--- config.mk ---
export PLATFORM = sky130hd
export DESIGN_NAME = mus_to_midi_event_converter_unit
export DESIGN_NICKNAME = d
export VERILOG_FILES = /design/src/rtl/m2m_pkg.sv /design/src/rtl/mus_to_midi_event_converter_unit.sv /design/src/rtl/m2m_vol_ram.sv /design/src/rtl/m2m_parse.sv
export SDC_FILE = /design/constraint.sdc
export NUM_CORES = 1
export LEC_CHECK = 0
export BUFFER_PORTS_ARGS = -buffer_cell sky130_fd_sc_hd__buf_2
export CORE_AREA = 3 3 159 161
export DETAILED_ROUTE_END_ITERATION = 16
export DIE_AREA = 0 0 162 164
export PLACE_DENSITY = 0.7
export SLEW_MARGIN = 30
export SYNTH_ARGS = -nofsm -noshare
export SYNTH_HDL_FRONTEND = slang
export SYNTH_SLANG_ARGS = --single-unit
--- constraint.sdc ---
create_clock -name clk -period 11.5 [get_ports clk]
set_clock_uncertainty 0.1 [all_clocks]
set_input_delay 2.3 -clock clk [delete_from_list [all_inputs] [get_ports clk]]
set_output_delay 2.3 -clock clk [all_outputs]
set_load 0.01 [all_outputs]
--- src/rtl/m2m_pkg.sv ---
// Shared types, constants and helper functions for the MUS to MIDI converter.
`default_nettype none
package m2m_pkg;

  localparam int unsigned CHANNELS = 16;
  localparam int unsigned CHAN_W   = $clog2(CHANNELS);

  typedef struct packed {
    logic [7:0] data_byte;
    logic       score_start;
  } in_word_t;

  typedef struct packed {
    logic [31:0] delta_ticks;
    logic [7:0]  status_byte;
    logic [7:0]  data_one;
    logic [7:0]  data_two;
    logic        score_end;
    logic        bad_controller;
  } out_word_t;

  typedef enum logic [1:0] {
    PH_DESC   = 2'd0,
    PH_PARAM1 = 2'd1,
    PH_PARAM2 = 2'd2,
    PH_DELAY  = 2'd3
  } phase_t;

  typedef struct packed {
    logic              rd_en;
    logic [CHAN_W-1:0] rd_addr;
    logic              wr_en;
    logic [CHAN_W-1:0] wr_addr;
    logic [7:0]        wr_data;
  } vol_req_t;

  localparam logic [2:0] KIND_RELEASE = 3'd0;
  localparam logic [2:0] KIND_PLAY    = 3'd1;
  localparam logic [2:0] KIND_PITCH   = 3'd2;
  localparam logic [2:0] KIND_SYSTEM  = 3'd3;
  localparam logic [2:0] KIND_END     = 3'd5;

  localparam logic [7:0] ST_NOTE_OFF = 8'h80;
  localparam logic [7:0] ST_NOTE_ON  = 8'h90;
  localparam logic [7:0] ST_CTRL     = 8'hb0;
  localparam logic [7:0] ST_PROGRAM  = 8'hc0;
  localparam logic [7:0] ST_BEND     = 8'he0;

  localparam logic [7:0] VEL_MAX     = 8'd127;
  localparam logic [7:0] VOL_RESET   = 8'd64;
  localparam logic [7:0] CTRL_LIMIT  = 8'd15;

  localparam logic [CHAN_W-1:0] CH_PERC = 4'd9;
  localparam logic [CHAN_W-1:0] CH_LAST = 4'd15;

  localparam logic [2:0] REG_VOLUME_SHIFT = 3'd0;

  function automatic logic [7:0] ctrl_map(input logic [7:0] num);
    logic [7:0] r;
    case (num)
      8'd0:    r = 8'd0;
      8'd1:    r = 8'd0;
      8'd2:    r = 8'd1;
      8'd3:    r = 8'd7;
      8'd4:    r = 8'd10;
      8'd5:    r = 8'd11;
      8'd6:    r = 8'd91;
      8'd7:    r = 8'd93;
      8'd8:    r = 8'd64;
      8'd9:    r = 8'd67;
      8'd10:   r = 8'd120;
      8'd11:   r = 8'd123;
      8'd12:   r = 8'd126;
      8'd13:   r = 8'd127;
      8'd14:   r = 8'd121;
      default: r = 8'd0;
    endcase
    return r;
  endfunction

  function automatic logic [CHAN_W-1:0] chan_remap(input logic [CHAN_W-1:0] ch);
    logic [CHAN_W-1:0] r;
    if (ch == CH_LAST) begin
      r = CH_PERC;
    end else if (ch == CH_PERC) begin
      r = CH_LAST;
    end else begin
      r = ch;
    end
    return r;
  endfunction

  function automatic logic [7:0] velocity(input logic [7:0] vol, input logic [2:0] shift);
    logic [14:0] w;
    w = {7'd0, vol} << shift;
    return (w > 15'(VEL_MAX)) ? VEL_MAX : w[7:0];
  endfunction

endpackage
`default_nettype wire

--- src/rtl/mus_to_midi_event_converter_unit.sv ---
// Top level: MUS score byte stream in, MIDI short event words out.
// A result word is registered and valid in the cycle after its last byte is taken.
// Throughput: one byte per cycle unless the output stalls; the volume memory is read
// on the descriptor byte and its registered data is used by the next parameter byte.
// Reset (rst_n low, synchronous): parser idle, delay cleared, volume_shift zero,
// every channel volume reads 64 at once through per-entry valid bits.
`default_nettype none
module mus_to_midi_event_converter_unit (
  input  wire logic               clk,
  input  wire logic               rst_n,
  input  wire logic               in_valid,
  output logic                    in_ready,
  input  wire m2m_pkg::in_word_t  in_word,
  output logic                    out_valid,
  input  wire logic               out_ready,
  output m2m_pkg::out_word_t      out_word,
  input  wire logic               psel,
  input  wire logic               penable,
  input  wire logic               pwrite,
  input  wire logic [2:0]         paddr,
  input  wire logic [31:0]        pwdata,
  output logic [31:0]             prdata,
  output logic                    pready
);

  logic [2:0]        volume_shift_r;
  m2m_pkg::vol_req_t vol_req;
  logic [7:0]        vol_rd_data;
  logic              reg_sel;

  assign pready  = 1'b1;
  assign reg_sel = ({paddr[2], 2'b00} == m2m_pkg::REG_VOLUME_SHIFT);
  assign prdata  = reg_sel ? {29'd0, volume_shift_r} : 32'd0;

  always_ff @(posedge clk) begin
    if (!rst_n) begin
      volume_shift_r <= '0;
    end else if (psel && penable && pwrite && pready && reg_sel) begin
      volume_shift_r <= pwdata[2:0];
    end
  end

  m2m_parse u_parse (
    .clk          (clk),
    .rst_n        (rst_n),
    .in_valid     (in_valid),
    .in_ready     (in_ready),
    .in_word      (in_word),
    .out_valid    (out_valid),
    .out_ready    (out_ready),
    .out_word     (out_word),
    .volume_shift (volume_shift_r),
    .vol_rd_data  (vol_rd_data),
    .vol_req      (vol_req)
  );

  m2m_vol_ram u_vol_ram (
    .clk     (clk),
    .rst_n   (rst_n),
    .req     (vol_req),
    .rd_data (vol_rd_data)
  );

endmodule
`default_nettype wire

--- src/rtl/m2m_vol_ram.sv ---
// Per-channel volume memory with registered read and reset-valid bits.
`default_nettype none
module m2m_vol_ram (
  input  wire logic             clk,
  input  wire logic             rst_n,
  input  wire m2m_pkg::vol_req_t req,
  output logic [7:0]            rd_data
);

  logic [7:0]                   mem [m2m_pkg::CHANNELS];
  logic [m2m_pkg::CHANNELS-1:0] valid_r;
  logic [7:0]                   rd_data_r;
  logic [m2m_pkg::CHAN_W-1:0]   wa;
  logic [m2m_pkg::CHAN_W-1:0]   ra;

  assign wa = req.wr_addr;
  assign ra = req.rd_addr;

  always_ff @(posedge clk) begin
    if (req.wr_en) begin
      mem[wa] <= req.wr_data;
    end
    if (req.rd_en) begin
      rd_data_r <= valid_r[ra] ? mem[ra] : m2m_pkg::VOL_RESET;
    end
  end

  always_ff @(posedge clk) begin
    if (!rst_n) begin
      valid_r <= '0;
    end else if (req.wr_en) begin
      valid_r[wa] <= 1'b1;
    end
  end

  assign rd_data = rd_data_r;

endmodule
`default_nettype wire

--- src/rtl/m2m_parse.sv ---
// Score byte parser with phase machine and registered output word.
`default_nettype none
module m2m_parse (
  input  wire logic                 clk,
  input  wire logic                 rst_n,
  input  wire logic                 in_valid,
  output logic                      in_ready,
  input  wire m2m_pkg::in_word_t    in_word,
  output logic                      out_valid,
  input  wire logic                 out_ready,
  output m2m_pkg::out_word_t        out_word,
  input  wire logic [2:0]           volume_shift,
  input  wire logic [7:0]           vol_rd_data,
  output m2m_pkg::vol_req_t         vol_req
);

  m2m_pkg::phase_t    phase_r, phase_nxt, ph;
  logic [2:0]         kind_r, kind_nxt, dkind;
  logic [3:0]         chan_r, chan_nxt;
  logic               last_r, last_nxt;
  logic [7:0]         first_r, first_nxt;
  logic [31:0]        delta_r, delta_nxt, dl;
  logic               done_r, done_nxt, dn;
  logic               out_valid_r;
  m2m_pkg::out_word_t out_word_r;
  m2m_pkg::out_word_t res;
  logic               res_v;
  logic               fire;
  logic [7:0]         b;
  logic [7:0]         fin_st, fin_d1, fin_d2;
  logic               fin_bad, fin;

  assign in_ready = !out_valid_r || out_ready;
  assign fire     = in_valid && in_ready;
  assign b        = in_word.data_byte;

  always_comb begin
    ph        = in_word.score_start ? m2m_pkg::PH_DESC : phase_r;
    dl        = in_word.score_start ? 32'd0 : delta_r;
    dn        = in_word.score_start ? 1'b0 : done_r;
    dkind     = b[6:4];
    phase_nxt = ph;
    kind_nxt  = kind_r;
    chan_nxt  = chan_r;
    last_nxt  = last_r;
    first_nxt = first_r;
    delta_nxt = dl;
    done_nxt  = dn;
    res       = '0;
    res_v     = 1'b0;
    fin       = 1'b0;
    fin_st    = '0;
    fin_d1    = '0;
    fin_d2    = '0;
    fin_bad   = 1'b0;
    vol_req   = '0;
    vol_req.rd_addr = b[3:0];
    vol_req.wr_addr = chan_r;
    vol_req.wr_data = b;
    if (!dn) begin
      case (ph)
        m2m_pkg::PH_DESC: begin
          chan_nxt      = b[3:0];
          kind_nxt      = dkind;
          last_nxt      = b[7];
          vol_req.rd_en = 1'b1;
          if (dkind >= m2m_pkg::KIND_END) begin
            res_v           = 1'b1;
            res.score_end   = 1'b1;
            done_nxt        = 1'b1;
            phase_nxt       = m2m_pkg::PH_DESC;
          end else begin
            phase_nxt = m2m_pkg::PH_PARAM1;
          end
        end
        m2m_pkg::PH_PARAM1: begin
          case (kind_r)
            m2m_pkg::KIND_RELEASE: begin
              fin    = 1'b1;
              fin_st = m2m_pkg::ST_NOTE_OFF;
              fin_d1 = b;
            end
            m2m_pkg::KIND_PLAY: begin
              first_nxt = b;
              if (b[7]) begin
                phase_nxt = m2m_pkg::PH_PARAM2;
              end else begin
                fin    = 1'b1;
                fin_st = m2m_pkg::ST_NOTE_ON;
                fin_d1 = {1'b0, b[6:0]};
                fin_d2 = m2m_pkg::velocity(vol_rd_data, volume_shift);
              end
            end
            m2m_pkg::KIND_PITCH: begin
              fin    = 1'b1;
              fin_st = m2m_pkg::ST_BEND;
              fin_d1 = {1'b0, b[0], 6'd0};
              fin_d2 = {1'b0, b[7:1]};
            end
            m2m_pkg::KIND_SYSTEM: begin
              fin     = 1'b1;
              fin_st  = m2m_pkg::ST_CTRL;
              fin_d1  = m2m_pkg::ctrl_map(b);
              fin_bad = (b >= m2m_pkg::CTRL_LIMIT);
            end
            default: begin
              first_nxt = b;
              phase_nxt = m2m_pkg::PH_PARAM2;
            end
          endcase
        end
        m2m_pkg::PH_PARAM2: begin
          fin = 1'b1;
          if (kind_r == m2m_pkg::KIND_PLAY) begin
            vol_req.wr_en = 1'b1;
            fin_st = m2m_pkg::ST_NOTE_ON;
            fin_d1 = {1'b0, first_r[6:0]};
            fin_d2 = m2m_pkg::velocity(b, volume_shift);
          end else if (first_r == 8'd0) begin
            fin_st = m2m_pkg::ST_PROGRAM;
            fin_d1 = b;
          end else begin
            fin_st  = m2m_pkg::ST_CTRL;
            fin_d1  = m2m_pkg::ctrl_map(first_r);
            fin_d2  = b;
            fin_bad = (first_r >= m2m_pkg::CTRL_LIMIT);
          end
        end
        m2m_pkg::PH_DELAY: begin
          delta_nxt = {dl[24:0], b[6:0]};
          if (!b[7]) begin
            phase_nxt = m2m_pkg::PH_DESC;
          end
        end
        default: begin
          phase_nxt = m2m_pkg::PH_DESC;
        end
      endcase
      if (fin) begin
        res_v              = 1'b1;
        res.delta_ticks    = dl;
        res.status_byte    = fin_st | {4'd0, m2m_pkg::chan_remap(chan_r)};
        res.data_one       = fin_d1;
        res.data_two       = fin_d2;
        res.bad_controller = fin_bad;
        delta_nxt          = 32'd0;
        phase_nxt          = last_r ? m2m_pkg::PH_DELAY : m2m_pkg::PH_DESC;
      end
    end
    vol_req.rd_en = vol_req.rd_en && fire;
    vol_req.wr_en = vol_req.wr_en && fire;
  end

  always_ff @(posedge clk) begin
    if (!rst_n) begin
      phase_r     <= m2m_pkg::PH_DESC;
      kind_r      <= '0;
      chan_r      <= '0;
      last_r      <= 1'b0;
      first_r     <= '0;
      delta_r     <= '0;
      done_r      <= 1'b0;
      out_valid_r <= 1'b0;
    end else if (fire) begin
      phase_r     <= phase_nxt;
      kind_r      <= kind_nxt;
      chan_r      <= chan_nxt;
      last_r      <= last_nxt;
      first_r     <= first_nxt;
      delta_r     <= delta_nxt;
      done_r      <= done_nxt;
      out_valid_r <= res_v;
    end else if (out_ready) begin
      out_valid_r <= 1'b0;
    end
  end

  always_ff @(posedge clk) begin
    if (fire && res_v) begin
      out_word_r <= res;
    end
  end

  assign out_valid = out_valid_r;
  assign out_word  = out_word_r;

endmodule
`default_nettype wire

==> out/metrics.cfg <==
[power]
power_uw = 2011
peakVddDrop_mv = 0.1168
p_seq_share_pct = 53.1
pwr-share-comb_pct = 6.1
switchingPower_uw = 452.3
internal-power_uw = 1559
switching_share_pct = 22.49
cellPowerDensity_mw_per_mm2 = 149.5
p_clk_share_pct = 40.7
p_leak_uw = 0.004735

[synthesis]
ys.flop_type = edfxtp_1
async_reset_ff_share_pct = 0
synth_edf_count = 194
synth_top_area_share_pct = 48.52
synth_most_common_cell = edfxtp_1
ys_warn_count = 0
synthTopCellsByArea = edfxtp_1, dfxtp_1, mux4_2
netlist_instances = 918
synth_seq_area_share_pct = 61.52
synth_seq_cells = 272
syn_area_mm2 = 0.01201
post_synth_num_cell_types = 66
synth_top_area_cell = edfxtp_1
synthTopCellsByCount = edfxtp_1, dfxtp_1, nand2_1
syn_area_per_cell_um2 = 13.08

[cells_and_area]
nets = 1045
multi_input_area_mm2 = 0.004248
drive_above_1_share_pct = 20.66
seq_area_mm2 = 0.007387
n_antenna_cell = 0
area_growth_pct = 12.06
fillCellCount = 1960

[grt]
grt_max_degree = 66
met1_usage_pct = 26.01
met2_usage_pct = 31.26
antenna_found_initial = 0
met3_usage_pct = 3.228
grt_first_pass_wirelength_um = 39590
grt_pass1_vias = 7103
overflow = 0
grt_use_total_pct = 18.96
busiest_layer = met2

[clock_network]
post_cts_resized = 0
ctsRootBufferMaster = clkbuf_16
clk_pin_slew_ns = 0.06
cts_setup_buffers = 0
max-clock-path-buffers = 3
clock_latency_ns = 0.56
tritoncts = done
cts_buffers = 28
hold_buffers = 0
htreeDepth = 1
cts_sinks = 272

[timing]
tightest_slew_ns = 0.9479
period_share_pct = 46.79
slew_headroom_pct = 36.57
slew_violations = 0
final.setup.tns_ns = 0
finalHoldViolations = 0
max_freq_mhz = 185.9
fin_crit_ns = 5.380
setup_viol = 0
rsz0062_at_grt = false

[worst_setup_path]
r2r_start = u_parse.kind_r[0]
start_kind = primary input
endpoint = in_ready
end_kind = primary output
path_class = primary input to primary output
cpMostUsedCell = buf_2
worstRegToRegCells = 5
startpoint = out_ready
reg2reg_slack_ns = 8.11
crit_chain = buf_2 -> nor2b_1 -> inv_1 -> buf_2
critPathRequiredTime_ns = 9.10
r2r_end = u_vol_ram.mem[0][0]
arrival_ns = 2.98
critPathMaxStageDelay_ns = 0.26
slowest_stage = nor2b_1
cp_max_fo = 4

[detailed_routing]
postRouteAntennaNets = 0
vias = 7500
drc = 0
routed_wl_um = 25230
wl_per_cell_um = 19.03
drtIter0Drc = 751
dr.pass1.iters = 5
viasPerCell = 5.656

[placement]
io_buffers = 82
gp_congestion = 0.8238
post-dp-hpwl_um = 15970

[floorplanning]
initial_utilization_pct = 49.81
dieArea_mm2 = 0.02657
rows = 57
pin_count = 144
die_w_um = 162
die_y_um = 164
core_mm2 = 0.02411

[status]
status = completed

[flow_run]
cap_violations = 0

[hold_path]
hold_path_class = flip-flop to flip-flop

[metrics by stage]
| step | setup slack (ns) | utilization [%] | instance area (um2) | hold slack (ns) | instances |
|---|---|---|---|---|---|
| after floorplan | 4.410 | - | 12110 | 0.3348 | 946 |
| after global placement | 5.996 | 52.20 | 12580 | 0.3427 | 1277 |
| after detailed placement | 5.963 | 52.24 | 12590 | 0.3535 | 1277 |
| after CTS | 6.148 | 55.70 | 13430 | 0.3647 | 1326 |
| after global routing | 6.080 | 55.82 | 13460 | 0.3781 | 1326 |
| final | 6.120 | 55.82 | 13460 | 0.3661 | 1326 |
[sequential cells by signal, summed over array words and instances (netlist names), 2 cells and up, named ones only]
name / cells
u_vol_ram.rd_data: 8
u_parse.kind_r: 3
u_parse.chan_r: 4
u_parse.delta_r: 32
volume_shift_r: 3
u_vol_ram.mem: 128
u_parse.phase_r: 2
u_vol_ram.valid_r: 16
u_parse.out_word: 58
u_parse.first_r: 8
[power groups by stage]
stage	Sequential [uW]	Clock (uW)	Combinational (uW)
floorplan	1090	0	88.5
global route	1070	880	135
detailed placement	1090	0	123
CTS	1070	836	123
finish	1070	819	123
global placement	1090	0	121
[layout by cell type, fill, tap and decap left out, types with 9 or more instances in the layout]
cell / count
a211oi_1: 12
a21oi_1: 49
a22o_1: 28
and2_1: 41
buf_2: 81
buf_4: 14
clkbuf_1: 9
clkbuf_16: 28
conb_1: 30
dfxtp_1: 78
edfxtp_1: 194
ha_1: 11
inv_1: 18
mux2i_1: 29
mux4_2: 43
nand2_1: 73
nand2b_1: 10
nand3_1: 12
nor2_1: 52
nor2b_1: 15
o21a_1: 16
o21ai_0: 32
[layer usage]
metal | part of all wire [%] | wire length, um | vias up
li1 | - | - | 3523
met1 | 42 | 10660 | 3636
met2 | 48 | 12080 | 290
met3 | 7.1 | 1793 | 51
met4 | 2.8 | 696 | 0
met5 | 0 | 0 | -
[worst min path at each step]
stage,from,endpoint,slack (ns),depth (start not counted)
floorplan,u_vol_ram.valid_r[12],u_vol_ram.valid_r[12],0.33,2
detailed placement,u_vol_ram.valid_r[4],u_vol_ram.valid_r[4],0.35,1
CTS,u_parse.last_r,u_parse.last_r,0.36,2
global route,u_vol_ram.valid_r[4],u_vol_ram.valid_r[4],0.38,1
global placement,u_vol_ram.valid_r[8],u_vol_ram.valid_r[8],0.34,1
finish,u_vol_ram.valid_r[4],u_vol_ram.valid_r[4],0.37,1
[final cells by class]
type / count / area share [%]
clock inverters: 11 / 0.6323
well taps: 324 / 3.013
clock buffers: 38 / 5.561
flip-flops and latches: 272 / 54.90
repair buffers: 95 / 3.794
inverters: 19 / 0.5300
multi-input cells: 567 / 31.57
[worst max-delay path, delay by kind of cell]
kind          cells  cell delay, ns
buf+inv           3            0.43
simple gates      1            0.26
[cells by family (layout without fill, tap and decap cells)]
logic type	after synthesis	after routing	synth area share (%)
XOR/XNOR	1	1	0.07295
AND/OR/NAND/NOR	259	259	10.98
multiplexers	74	74	10.67
flip-flops	272	272	61.52
adder cells (fa/ha/maj)	11	11	1.146
other	2	30	0.06254
AO/OA/AOI/OAI	192	192	10.90
buffers and inverters	107	163	4.647
(Power assumes the default switching activity.)
